$ cat config.mk
export PLATFORM = sky130hd
export DESIGN_NAME = tga_rle_pixel_decoder_flat
export DESIGN_NICKNAME = d
export VERILOG_FILES = /design/src/rtl/core/trd_pkg.sv /design/src/rtl/core/trd_byte_if.sv /design/src/rtl/core/trd_pix_if.sv /design/src/rtl/core/tga_rle_pixel_decoder.sv /design/src/rtl/core/trd_front.sv /design/src/rtl/core/trd_queue.sv /design/src/rtl/core/trd_back.sv /design/src/flat_wrapper.sv
export VERILOG_INCLUDE_DIRS = /design/src /design/src/rtl/core
export SDC_FILE = /design/constraint.sdc
export NUM_CORES = 1
export LEC_CHECK = 0
export BUFFER_PORTS_ARGS = -buffer_cell sky130_fd_sc_hd__buf_2
export CORE_MARGIN = 10
export CORE_UTILIZATION = 64
export DETAILED_ROUTE_END_ITERATION = 8
export GPL_TIMING_DRIVEN = 0
export PLACE_DENSITY = 0.9
export SLEW_MARGIN = 20
export SYNTH_ARGS = -nofsm -noshare
export SYNTH_HDL_FRONTEND = slang
export SYNTH_SLANG_ARGS = --single-unit
$ cat constraint.sdc
create_clock -name clk_i -period 8.7 [get_ports clk_i]
set_clock_uncertainty 0.1 [all_clocks]
set_input_delay 0.435 -clock clk_i [delete_from_list [all_inputs] [get_ports clk_i]]
set_output_delay 0.435 -clock clk_i [all_outputs]
set_load 0.02 [all_outputs]
$ cat src/rtl/core/tga_rle_pixel_decoder_assert.svh
// Assertion macros for the TGA run-length pixel decoder.
// Used by the top level; expects clk_i and rst_ni in the including scope.
`ifndef TGA_RLE_PIXEL_DECODER_ASSERT_SVH
`define TGA_RLE_PIXEL_DECODER_ASSERT_SVH
`ifndef SYNTHESIS
// Checked only outside reset.
`define TRD_ASSERT(lbl, prop, msg) \
  lbl: assert property (@(posedge clk_i) disable iff (!rst_ni) prop) else $error(msg);
// Checked at every edge, reset included.
`define TRD_ASSERT_ALWAYS(lbl, prop, msg) \
  lbl: assert property (@(posedge clk_i) prop) else $error(msg);
`else
`define TRD_ASSERT(lbl, prop, msg)
`define TRD_ASSERT_ALWAYS(lbl, prop, msg)
`endif
`endif

$ cat src/rtl/core/trd_pkg.sv
// Shared types and constants of the TGA run-length pixel decoder.
// No dependencies; imported by every module of the block.
package trd_pkg;

  // Largest pixel, in bytes.
  localparam int unsigned PIX_BYTES  = 4;
  localparam int unsigned PIX_W      = 8 * PIX_BYTES;
  localparam int unsigned BPP_W      = 3;
  localparam int unsigned TOTAL_W    = 31;
  localparam int unsigned COUNT_W    = 8;
  localparam int unsigned POS_W      = 2;
  localparam int unsigned PADDR_W    = 3;
  localparam int unsigned PDATA_W    = 32;
  localparam int unsigned QUEUE_DEPTH = 2;

  // Header bytes below this value open a raw packet.
  localparam logic [7:0] RUN_FLAG   = 8'd128;
  localparam logic [7:0] RUN_OFFSET = 8'd127;

  localparam logic [BPP_W-1:0]   BPP_RESET   = 3'd3;
  localparam logic [TOTAL_W-1:0] TOTAL_RESET = 31'd1;

  // Register indexes on the configuration port.
  typedef enum logic [0:0] {
    REG_BPP   = 1'b0,
    REG_TOTAL = 1'b1
  } reg_idx_e;

  // Packet parser phase.
  typedef enum logic [2:0] {
    PH_HEADER = 3'b001,
    PH_RAW    = 3'b010,
    PH_RUN    = 3'b100
  } phase_e;

  typedef struct packed {
    logic [BPP_W-1:0]   bytes_per_pixel;
    logic [TOTAL_W-1:0] pixel_total;
  } cfg_t;

  // One decoded result word.
  typedef struct packed {
    logic [PIX_W-1:0]   pixel_value;
    logic [COUNT_W-1:0] repeat_count;
    logic               image_done;
    logic               overflow;
  } pix_res_t;

  typedef struct packed {
    logic full;
    logic empty;
  } q_stat_t;

endpackage

$ cat src/rtl/core/trd_byte_if.sv
// Byte stream channel of the TGA run-length pixel decoder.
// Depends on nothing.
interface trd_byte_if;
  logic       valid;
  logic       ready;
  logic [7:0] data_byte;

  modport source (output valid, output data_byte, input ready);
  modport sink   (input valid, input data_byte, output ready);
endinterface

$ cat src/rtl/core/trd_pix_if.sv
// Pixel result channel of the TGA run-length pixel decoder.
// Depends on nothing.
interface trd_pix_if;
  logic        valid;
  logic        ready;
  logic [31:0] pixel_value;
  logic [7:0]  repeat_count;
  logic        image_done;
  logic        overflow;

  modport source (output valid, output pixel_value, output repeat_count,
                  output image_done, output overflow, input ready);
  modport sink   (input valid, input pixel_value, input repeat_count,
                  input image_done, input overflow, output ready);
endinterface

$ cat src/rtl/core/tga_rle_pixel_decoder.sv
// Top level of the TGA run-length pixel decoder: configuration registers,
// front end, result queue and output stage. Depends on trd_pkg, the channel
// interfaces and tga_rle_pixel_decoder_assert.svh.
//
//   Channel   Direction  Word                    Handshake
//   in_chan   in         data_byte (8)           valid / ready
//   out_chan  out        pixel, count, flags     valid / ready
//   APB       in         bytes_per_pixel, total  psel / penable / pready
//
// One byte is accepted per cycle while the queue has room; a result is pushed
// with the byte that ends its pixel, then passes queue and output register.
// Throughput is bound by the front end's pixel accounting loop.
// Reset is asynchronous and clears parser state, queue and output valid.
// A stalled output fills the two-entry queue; input ready drops when it is full.
`include "tga_rle_pixel_decoder_assert.svh"
module tga_rle_pixel_decoder (
  input  logic                      clk_i,
  input  logic                      rst_ni,
  trd_byte_if.sink                  in_chan,
  trd_pix_if.source                 out_chan,
  input  logic                      psel,
  input  logic                      penable,
  input  logic                      pwrite,
  input  logic [trd_pkg::PADDR_W-1:0] paddr,
  input  logic [trd_pkg::PDATA_W-1:0] pwdata,
  output logic [trd_pkg::PDATA_W-1:0] prdata,
  output logic                      pready
);
  import trd_pkg::*;

  cfg_t     cfg_q;
  reg_idx_e reg_idx;
  logic     cfg_we;
  logic     accept;
  logic     push, pop;
  pix_res_t push_res, head_res;
  q_stat_t  q_stat;

  // Configuration port: always ready, registers at word addresses.
  assign pready  = 1'b1;
  assign cfg_we  = psel && penable && pwrite && pready;
  assign reg_idx = reg_idx_e'(paddr[2]);

  always_ff @(posedge clk_i or negedge rst_ni) begin
    if (!rst_ni) begin
      cfg_q.bytes_per_pixel <= BPP_RESET;
      cfg_q.pixel_total     <= TOTAL_RESET;
    end else if (cfg_we) begin
      unique case (reg_idx)
        REG_BPP:   cfg_q.bytes_per_pixel <= pwdata[BPP_W-1:0];
        REG_TOTAL: cfg_q.pixel_total     <= pwdata[TOTAL_W-1:0];
        default:   ;
      endcase
    end
  end

  // Register read back.
  always_comb begin
    unique case (reg_idx)
      REG_BPP:   prdata = PDATA_W'(cfg_q.bytes_per_pixel);
      REG_TOTAL: prdata = PDATA_W'(cfg_q.pixel_total);
      default:   prdata = '0;
    endcase
  end

  // Input is taken whenever the queue has room for a result.
  assign in_chan.ready = !q_stat.full;
  assign accept        = in_chan.valid && in_chan.ready;

  trd_front u_front (
    .clk_i       (clk_i),
    .rst_ni      (rst_ni),
    .cfg_i       (cfg_q),
    .accept_i    (accept),
    .data_byte_i (in_chan.data_byte),
    .push_o      (push),
    .res_o       (push_res)
  );

  trd_queue u_queue (
    .clk_i       (clk_i),
    .rst_ni      (rst_ni),
    .push_i      (push),
    .push_data_i (push_res),
    .pop_i       (pop),
    .pop_data_o  (head_res),
    .stat_o      (q_stat)
  );

  trd_back u_back (
    .clk_i    (clk_i),
    .rst_ni   (rst_ni),
    .head_i   (head_res),
    .stat_i   (q_stat),
    .pop_o    (pop),
    .out_chan (out_chan)
  );

  // Overflow is only ever reported on the word that ends the image.
  `TRD_ASSERT(a_ovf_done, out_chan.valid && out_chan.overflow |-> out_chan.image_done, "overflow without image_done")
  // A waiting queue word reaches an empty output register in the next cycle.
  `TRD_ASSERT(a_drain, !out_chan.valid && !q_stat.empty |=> out_chan.valid, "queue word not forwarded")
  // A pushed word is never lost: a push into a full queue cannot happen.
  `TRD_ASSERT(a_no_push_full, push |-> !q_stat.full, "result pushed into full queue")
  // The queue can never be both full and empty.
  `TRD_ASSERT_ALWAYS(a_q_stat, !(q_stat.full && q_stat.empty), "queue status inconsistent")

endmodule

$ cat src/rtl/core/trd_front.sv
// Front end: packet header parsing, pixel byte gathering and pixel accounting.
// Depends on trd_pkg; pushes finished result words into the queue.
module trd_front (
  input  logic              clk_i,
  input  logic              rst_ni,
  input  trd_pkg::cfg_t     cfg_i,
  input  logic              accept_i,
  input  logic [7:0]        data_byte_i,
  output logic              push_o,
  output trd_pkg::pix_res_t res_o
);
  import trd_pkg::*;

  phase_e               phase_q, phase_d;
  logic [COUNT_W-1:0]   left_q, left_d;
  logic [POS_W-1:0]     pos_q, pos_d;
  logic [PIX_W-1:0]     gather_q, gather_d;
  logic [TOTAL_W-1:0]   emitted_q, emitted_d;

  logic [BPP_W-1:0]     eff_bpp;
  logic [BPP_W-1:0]     pos_inc;
  logic                 last_byte;
  logic [PIX_W-1:0]     full_pix;
  logic [COUNT_W-1:0]   cnt_base;
  logic [COUNT_W-1:0]   count;
  logic [TOTAL_W:0]     remaining;
  logic                 no_room;
  logic                 done;
  logic                 ovf;
  logic                 raw_more;

  // Bytes per pixel clamped to the supported range.
  always_comb begin
    if (cfg_i.bytes_per_pixel == '0) begin
      eff_bpp = BPP_W'(1);
    end else if (cfg_i.bytes_per_pixel > BPP_W'(PIX_BYTES)) begin
      eff_bpp = BPP_W'(PIX_BYTES);
    end else begin
      eff_bpp = cfg_i.bytes_per_pixel;
    end
  end

  // Pixel assembly and the count, done and overflow decision.
  always_comb begin
    pos_inc   = {1'b0, pos_q} + BPP_W'(1);
    last_byte = !(pos_inc < eff_bpp);
    full_pix  = gather_q | (PIX_W'(data_byte_i) << {pos_q, 3'b000});
    raw_more  = (phase_q == PH_RAW) && (left_q > COUNT_W'(1));

    cnt_base = (phase_q == PH_RUN) ? left_q : COUNT_W'(1);
    if (cnt_base == '0) begin
      cnt_base = COUNT_W'(1);
    end

    remaining = {1'b0, cfg_i.pixel_total} - {1'b0, emitted_q};
    no_room   = remaining[TOTAL_W] || (remaining == '0);
    count     = cnt_base;
    done      = 1'b0;
    ovf       = 1'b0;
    if (no_room) begin
      count = COUNT_W'(1);
      done  = 1'b1;
      ovf   = 1'b1;
    end else if ((TOTAL_W+1)'(cnt_base) > remaining) begin
      count = remaining[COUNT_W-1:0];
      done  = 1'b1;
      ovf   = 1'b1;
    end else if ((TOTAL_W+1)'(cnt_base) == remaining) begin
      done  = 1'b1;
      ovf   = raw_more;
    end
  end

  // Next state of the parser.
  always_comb begin
    phase_d   = phase_q;
    left_d    = left_q;
    pos_d     = pos_q;
    gather_d  = gather_q;
    emitted_d = emitted_q;
    push_o    = 1'b0;
    if (accept_i) begin
      unique case (phase_q)
        PH_RAW, PH_RUN: begin
          if (!last_byte) begin
            gather_d = full_pix;
            pos_d    = pos_inc[POS_W-1:0];
          end else begin
            push_o   = 1'b1;
            pos_d    = '0;
            gather_d = '0;
            if (done) begin
              phase_d   = PH_HEADER;
              left_d    = '0;
              emitted_d = '0;
            end else begin
              // Without done the count is never clipped, so the base count
              // is added and the sum runs beside the remaining-pixel compare.
              emitted_d = emitted_q + TOTAL_W'(cnt_base);
              if (raw_more) begin
                left_d = left_q - COUNT_W'(1);
              end else begin
                phase_d = PH_HEADER;
                left_d  = '0;
              end
            end
          end
        end
        default: begin
          if (data_byte_i < RUN_FLAG) begin
            phase_d = PH_RAW;
            left_d  = data_byte_i + COUNT_W'(1);
          end else begin
            phase_d = PH_RUN;
            left_d  = data_byte_i - RUN_OFFSET;
          end
          pos_d    = '0;
          gather_d = '0;
        end
      endcase
    end
  end

  assign res_o = '{pixel_value:  full_pix,
                   repeat_count: count,
                   image_done:   done,
                   overflow:     ovf};

  // Parser state registers.
  always_ff @(posedge clk_i or negedge rst_ni) begin
    if (!rst_ni) begin
      phase_q   <= PH_HEADER;
      left_q    <= '0;
      pos_q     <= '0;
      gather_q  <= '0;
      emitted_q <= '0;
    end else begin
      phase_q   <= phase_d;
      left_q    <= left_d;
      pos_q     <= pos_d;
      gather_q  <= gather_d;
      emitted_q <= emitted_d;
    end
  end

endmodule

$ cat src/rtl/core/trd_queue.sv
// Short result queue between the front end and the output stage.
// Depends on trd_pkg; holds QUEUE_DEPTH result words.
module trd_queue (
  input  logic              clk_i,
  input  logic              rst_ni,
  input  logic              push_i,
  input  trd_pkg::pix_res_t push_data_i,
  input  logic              pop_i,
  output trd_pkg::pix_res_t pop_data_o,
  output trd_pkg::q_stat_t  stat_o
);
  import trd_pkg::*;

  localparam int unsigned PTR_W = $clog2(QUEUE_DEPTH);
  localparam int unsigned CNT_W = $clog2(QUEUE_DEPTH + 1);

  pix_res_t           mem_q [QUEUE_DEPTH];
  logic [PTR_W-1:0]   wr_q, wr_d, rd_q, rd_d;
  logic [CNT_W-1:0]   cnt_q, cnt_d;
  logic               do_push, do_pop;

  assign stat_o.full  = (cnt_q == CNT_W'(QUEUE_DEPTH));
  assign stat_o.empty = (cnt_q == '0);
  assign do_push      = push_i && !stat_o.full;
  assign do_pop       = pop_i && !stat_o.empty;
  assign pop_data_o   = mem_q[rd_q];

  // Pointer and fill count update.
  always_comb begin
    wr_d  = wr_q;
    rd_d  = rd_q;
    cnt_d = cnt_q;
    if (do_push) begin
      wr_d = (wr_q == PTR_W'(QUEUE_DEPTH - 1)) ? '0 : wr_q + PTR_W'(1);
    end
    if (do_pop) begin
      rd_d = (rd_q == PTR_W'(QUEUE_DEPTH - 1)) ? '0 : rd_q + PTR_W'(1);
    end
    if (do_push && !do_pop) begin
      cnt_d = cnt_q + CNT_W'(1);
    end else if (do_pop && !do_push) begin
      cnt_d = cnt_q - CNT_W'(1);
    end
  end

  always_ff @(posedge clk_i or negedge rst_ni) begin
    if (!rst_ni) begin
      wr_q  <= '0;
      rd_q  <= '0;
      cnt_q <= '0;
    end else begin
      wr_q  <= wr_d;
      rd_q  <= rd_d;
      cnt_q <= cnt_d;
    end
  end

  // Storage needs no reset.
  always_ff @(posedge clk_i) begin
    if (do_push) begin
      mem_q[wr_q] <= push_data_i;
    end
  end

endmodule

$ cat src/rtl/core/trd_back.sv
// Output stage: drains the queue into a registered result channel.
// Depends on trd_pkg and trd_pix_if.
module trd_back (
  input  logic              clk_i,
  input  logic              rst_ni,
  input  trd_pkg::pix_res_t head_i,
  input  trd_pkg::q_stat_t  stat_i,
  output logic              pop_o,
  trd_pix_if.source         out_chan
);
  import trd_pkg::*;

  logic     valid_q, valid_d;
  pix_res_t data_q;

  // Load a new word whenever the register is empty or being taken.
  assign pop_o   = (!valid_q || out_chan.ready) && !stat_i.empty;
  assign valid_d = pop_o ? 1'b1 : (valid_q && !out_chan.ready);

  always_ff @(posedge clk_i or negedge rst_ni) begin
    if (!rst_ni) begin
      valid_q <= 1'b0;
    end else begin
      valid_q <= valid_d;
    end
  end

  always_ff @(posedge clk_i) begin
    if (pop_o) begin
      data_q <= head_i;
    end
  end

  assign out_chan.valid        = valid_q;
  assign out_chan.pixel_value  = data_q.pixel_value;
  assign out_chan.repeat_count = data_q.repeat_count;
  assign out_chan.image_done   = data_q.image_done;
  assign out_chan.overflow     = data_q.overflow;

endmodule
$ cat src/flat_wrapper.sv
// flat-port wrapper written by rule: the top's interface ports become plain ports
module tga_rle_pixel_decoder_flat import trd_pkg::*;
  (clk_i, rst_ni, psel, penable, pwrite, paddr, pwdata, prdata, pready, in_chan_valid, in_chan_data_byte, in_chan_ready, out_chan_valid, out_chan_pixel_value, out_chan_repeat_count, out_chan_image_done, out_chan_overflow, out_chan_ready);
  trd_byte_if in_chan_i ();
  trd_pix_if out_chan_i ();
  input  logic clk_i;
  input  logic rst_ni;
  input  logic psel;
  input  logic penable;
  input  logic pwrite;
  input  logic [trd_pkg::PADDR_W-1:0] paddr;
  input  logic [trd_pkg::PDATA_W-1:0] pwdata;
  output logic [trd_pkg::PDATA_W-1:0] prdata;
  output logic pready;
  input wire logic [$bits(in_chan_i.valid)-1:0] in_chan_valid;
  input wire logic [$bits(in_chan_i.data_byte)-1:0] in_chan_data_byte;
  output wire logic [$bits(in_chan_i.ready)-1:0] in_chan_ready;
  output wire logic [$bits(out_chan_i.valid)-1:0] out_chan_valid;
  output wire logic [$bits(out_chan_i.pixel_value)-1:0] out_chan_pixel_value;
  output wire logic [$bits(out_chan_i.repeat_count)-1:0] out_chan_repeat_count;
  output wire logic [$bits(out_chan_i.image_done)-1:0] out_chan_image_done;
  output wire logic [$bits(out_chan_i.overflow)-1:0] out_chan_overflow;
  input wire logic [$bits(out_chan_i.ready)-1:0] out_chan_ready;
  assign in_chan_i.valid = in_chan_valid;
  assign in_chan_i.data_byte = in_chan_data_byte;
  assign in_chan_ready = in_chan_i.ready;
  assign out_chan_valid = out_chan_i.valid;
  assign out_chan_pixel_value = out_chan_i.pixel_value;
  assign out_chan_repeat_count = out_chan_i.repeat_count;
  assign out_chan_image_done = out_chan_i.image_done;
  assign out_chan_overflow = out_chan_i.overflow;
  assign out_chan_i.ready = out_chan_ready;
  tga_rle_pixel_decoder u_core (.clk_i(clk_i), .rst_ni(rst_ni), .in_chan(in_chan_i), .out_chan(out_chan_i), .psel(psel), .penable(penable), .pwrite(pwrite), .paddr(paddr), .pwdata(pwdata), .prdata(prdata), .pready(pready));
endmodule
==> results_dict.tcl <==
set metrics [dict create \
    post_synth_inst_count 1108 \
    timing_worst_slew_pin_value_ps 995.0 \
    rows 50 \
    timing.fmax_mhz 210.0 \
    post-dp-hpwl_um 21660 \
    detailroute.via_count 9444 \
    yosys.area.top_type "sky130_fd_sc_hd__edfxtp_1" \
    postCtsSetupRepairBufs 0 \
    overflow 0 \
    yosys.cell_types.count 73 \
    die_w_um 159.5 \
    synthesis.area_um2 12460 \
    ant_nets 0 \
    numPortBuffers 118 \
    synth_most_common_cell "sky130_fd_sc_hd__edfxtp_1" \
    max_slew_margin_pct 33.16 \
    syn-num-nets 1214 \
    number_of_cells_traversed_by_the_worst_register_to_register_path 18 \
    post-place-ws_ps 4074 \
    ctsRootBufferMaster "sky130_fd_sc_hd__clkbuf_16" \
    initialDrtViolationCount 769 \
    worst-endpoint-required_ps 9020 \
    post_drt_via_cell_ratio 6.152 \
    top_level_port_count 127 \
    timing.critical_path.max_delay_family "compound AO/OA/AOI/OAI gates" \
    grt_start_max_net_pins 68 \
    finalWorstSetupSlack_ps 3938 \
    synth_area_per_cell_um2 11.25 \
    finalWirelength_um 30400 \
    path_class "reg2reg" \
    finalSetupTns_ps 0 \
    synth_ff_type "sky130_fd_sc_hd__edfxtp_1" \
    path_depth 18 \
    avgRoutedWirePerCell_um 19.81 \
    cap_violations 0 \
    cp_cell_sequence "nor4_1 > nand2b_1 > o311a_1 > inv_1 > ha_1 > inv_1 > fa_1 > nor2b_1 > o21ai_0 > a21boi_0 > o21ai_0 > a21boi_0 > o21a_1 > o211ai_1 > or3_1 > nor3_1 > xnor2_1 > nor2_1" \
    min_path_type "in2reg" \
    setup.worst_path.end "u_core.u_front.emitted_q[28]" \
    cts.sink_count 241 \
    drt_first_pass_iters 5 \
    power_switching_share_pct 38.42 \
    area_growth_syn_to_layout_pct 14.71 \
    postSynthRegisterBits 241 \
    cp_max_fo 7 \
    synth_enable_flop_cells 126 \
    grt_antenna_before_repair 0 \
    layout_min_cycle_time_ps 4762 \
    p_per_area_nw_per_um2 333.8 \
    critPathLaunchType "register" \
    ctsHoldBuffers 1 \
    worstSetupStartpoint "u_core.u_front.left_q[2]" \
    netlist.area_leader.share_pct 30.36 \
    timing.final.hold_violations 0 \
    ctsResizeCount 0 \
    synth.top_cells.by_area "sky130_fd_sc_hd__edfxtp_1 30%, sky130_fd_sc_hd__dfrtp_1 22%, sky130_fd_sc_hd__mux2_2 7.0%, sky130_fd_sc_hd__ha_1 5.4%, sky130_fd_sc_hd__a21oi_1 3.2%" \
    htree_num_levels 1 \
    design.core.area_um2 18960 \
    pwr-share-comb_pct 41.5 \
    grt_pass1_vias 9771 \
    synthTopCellsByCount "126 x sky130_fd_sc_hd__edfxtp_1, 111 x sky130_fd_sc_hd__dfrtp_1, 96 x sky130_fd_sc_hd__nor2_1" \
    initial_core_util_pct 65.74 \
    ys_warn_count 0 \
    cts_made_buffers 24 \
    hold_ws_ps 34.10 \
    cpMaxStageDelayCell "sky130_fd_sc_hd__nor4_1" \
    drc_errors 0 \
    die-area_um2 25450 \
    reg2reg_from "u_core.u_front.left_q[2]" \
    cp_buf_inv_count 2 \
    p_clk_share_pct 22.0 \
    power_frac_seq_pct 36.5 \
    antenna-diode-count 0 \
    gpl.final_weighted_congestion 0.9056 \
    sequential_area_share_after_synthesis_pct 53.50 \
    grt_usage_pct 23.36 \
    finalCritPeriodShare_pct 54.74 \
    max-vdd-ir-drop_uv 231.1 \
    setup_violations 0 \
    worst-r2r-setup-slack_ps 3940 \
    clock_latency_ps 530 \
    power.net_switching_mw 1.833 \
    leakagePower_nw 6.195 \
    grt_pass1_wl_um 49780 \
    grt_setup_unrepaired "false" \
    synth_async_sr_flop_share_pct 47.72 \
    crit_path_end_kind "register" \
    run_status "completed" \
    dp.cells 1490 \
    path_clk_slew_ps 70 \
    crit_arrival_ps 5080 \
    ctsLongestPathBuffers 3 \
    internal_power_mw 2.938 \
    final_core_util_pct 75.41 \
    timing.rr.end "u_core.u_front.emitted_q[28]" \
    die_h_um 159.5 \
    final_layout_size_suffix_gt1_share_pct 20.47 \
    cpPeakStageDelay_ps 500 \
    cts_tree "yes" \
    count_of_final_max_slew_check_failures 0 \
    layout.cells.non_filler 1535 \
    number_of_nets_in_the_layout 1363 \
]
[through the flow]
stage	power [mW]	area [um^2]
final	4.771	14290
after global routing	5.050	14290
after CTS	4.762	14290
after detailed placement	3.683	13490
after global placement	3.578	13380
after floorplan	3.126	12460
[layout by cell type, fill, tap and decap left out, types with 24 or more instances in the layout]
cell type and count:
sky130_fd_sc_hd__dfrtp_1 111, sky130_fd_sc_hd__edfxtp_1 126, sky130_fd_sc_hd__inv_1 57, sky130_fd_sc_hd__buf_2 121
sky130_fd_sc_hd__clkbuf_16 24, sky130_fd_sc_hd__and2_1 38, sky130_fd_sc_hd__xnor2_1 34, sky130_fd_sc_hd__a21o_1 43
sky130_fd_sc_hd__clkbuf_1 49, sky130_fd_sc_hd__nor2_1 94, sky130_fd_sc_hd__nand2_1 64, sky130_fd_sc_hd__o21ai_0 31
sky130_fd_sc_hd__mux2_2 78, sky130_fd_sc_hd__ha_1 54, sky130_fd_sc_hd__a21oi_1 79
[power groups by stage]
stage | clock network [mW] | registers (mW) | logic [mW]
5_1_grt | 1.11 | 1.76 | 2.18
2_1_floorplan | 0 | 1.81 | 1.31
3_3_place_gp | 0 | 1.74 | 1.84
4_1_cts | 1.06 | 1.73 | 1.97
3_5_place_dp | 0 | 1.75 | 1.94
6_report | 1.05 | 1.74 | 1.98
[per-layer routing]
layer	vias up	track usage, %	part of all wire, %
met5	-	0	0
met4	0	10.11	3.9
met3	88	3.873	6.4
met2	428	41.01	51
met1	4624	27.61	39
li1	4304	-	-
[cell families after synthesis]
group | share of synthesized area, %
AO/OA/AOI/OAI | 12.84
flip-flops | 53.50
AND/OR/NAND/NOR | 12.67
buffers and inverters | 3.685
multiplexers | 7.772
other | 0.06027
XOR/XNOR | 3.725
adder cells (fa/ha/maj) | 5.744
[area by class of cell]
type	instances	area [um^2]
Clock inverter	7	118.9
Timing Repair Buffer	123	694.4
Sequential cell	241	6666
Fill cell	1205	4662
Buffer	54	241.5
Tap cell	260	325.3
Clock buffer	37	679.4
Multi-Input combinational cell	755	5350
Inverter	58	217.7
[worst register-to-register path: cells and delay by family, from the launching register on]
family	cells	cell delay (ps)
DFF	1	470
adders and majority gates	2	580
buffers and inverters	2	160
xor gates and xnor gates	1	150
and+or+nand+nor	6	1560
AOI/OAI and AO/OA	7	1650
[flip-flops by register name (all words and copies together) (netlist names), 3 cells and up]
name / count
u_core.u_front.emitted_q: 31
u_core.u_back.out_chan.pixel_value: 32
u_core.u_front.left_q: 8
u_core.u_queue.mem_q: 84
u_core.u_front.phase_q: 3
u_core.cfg_q: 34
u_core.u_back.out_chan.repeat_count: 8
u_core.u_front.gather_q: 32
[worst min-delay path by stage]
stage                                 startpoint                      endpoint  cells after the start  slack (ps)
finish                                pwdata[11]              u_core.cfg_q[11]                      2          30
global route                          pwdata[19]              u_core.cfg_q[19]                      2          30
floorplan                                 rst_ni              u_core.cfg_q[10]                      0          40
CTS                                   pwdata[11]              u_core.cfg_q[11]                      2          20
global placement    u_core.u_back.out_chan.valid  u_core.u_back.out_chan.valid                      2         370
detailed placement                        rst_ni              u_core.cfg_q[23]                      1         290
Power figures use the tool's default switching activity.
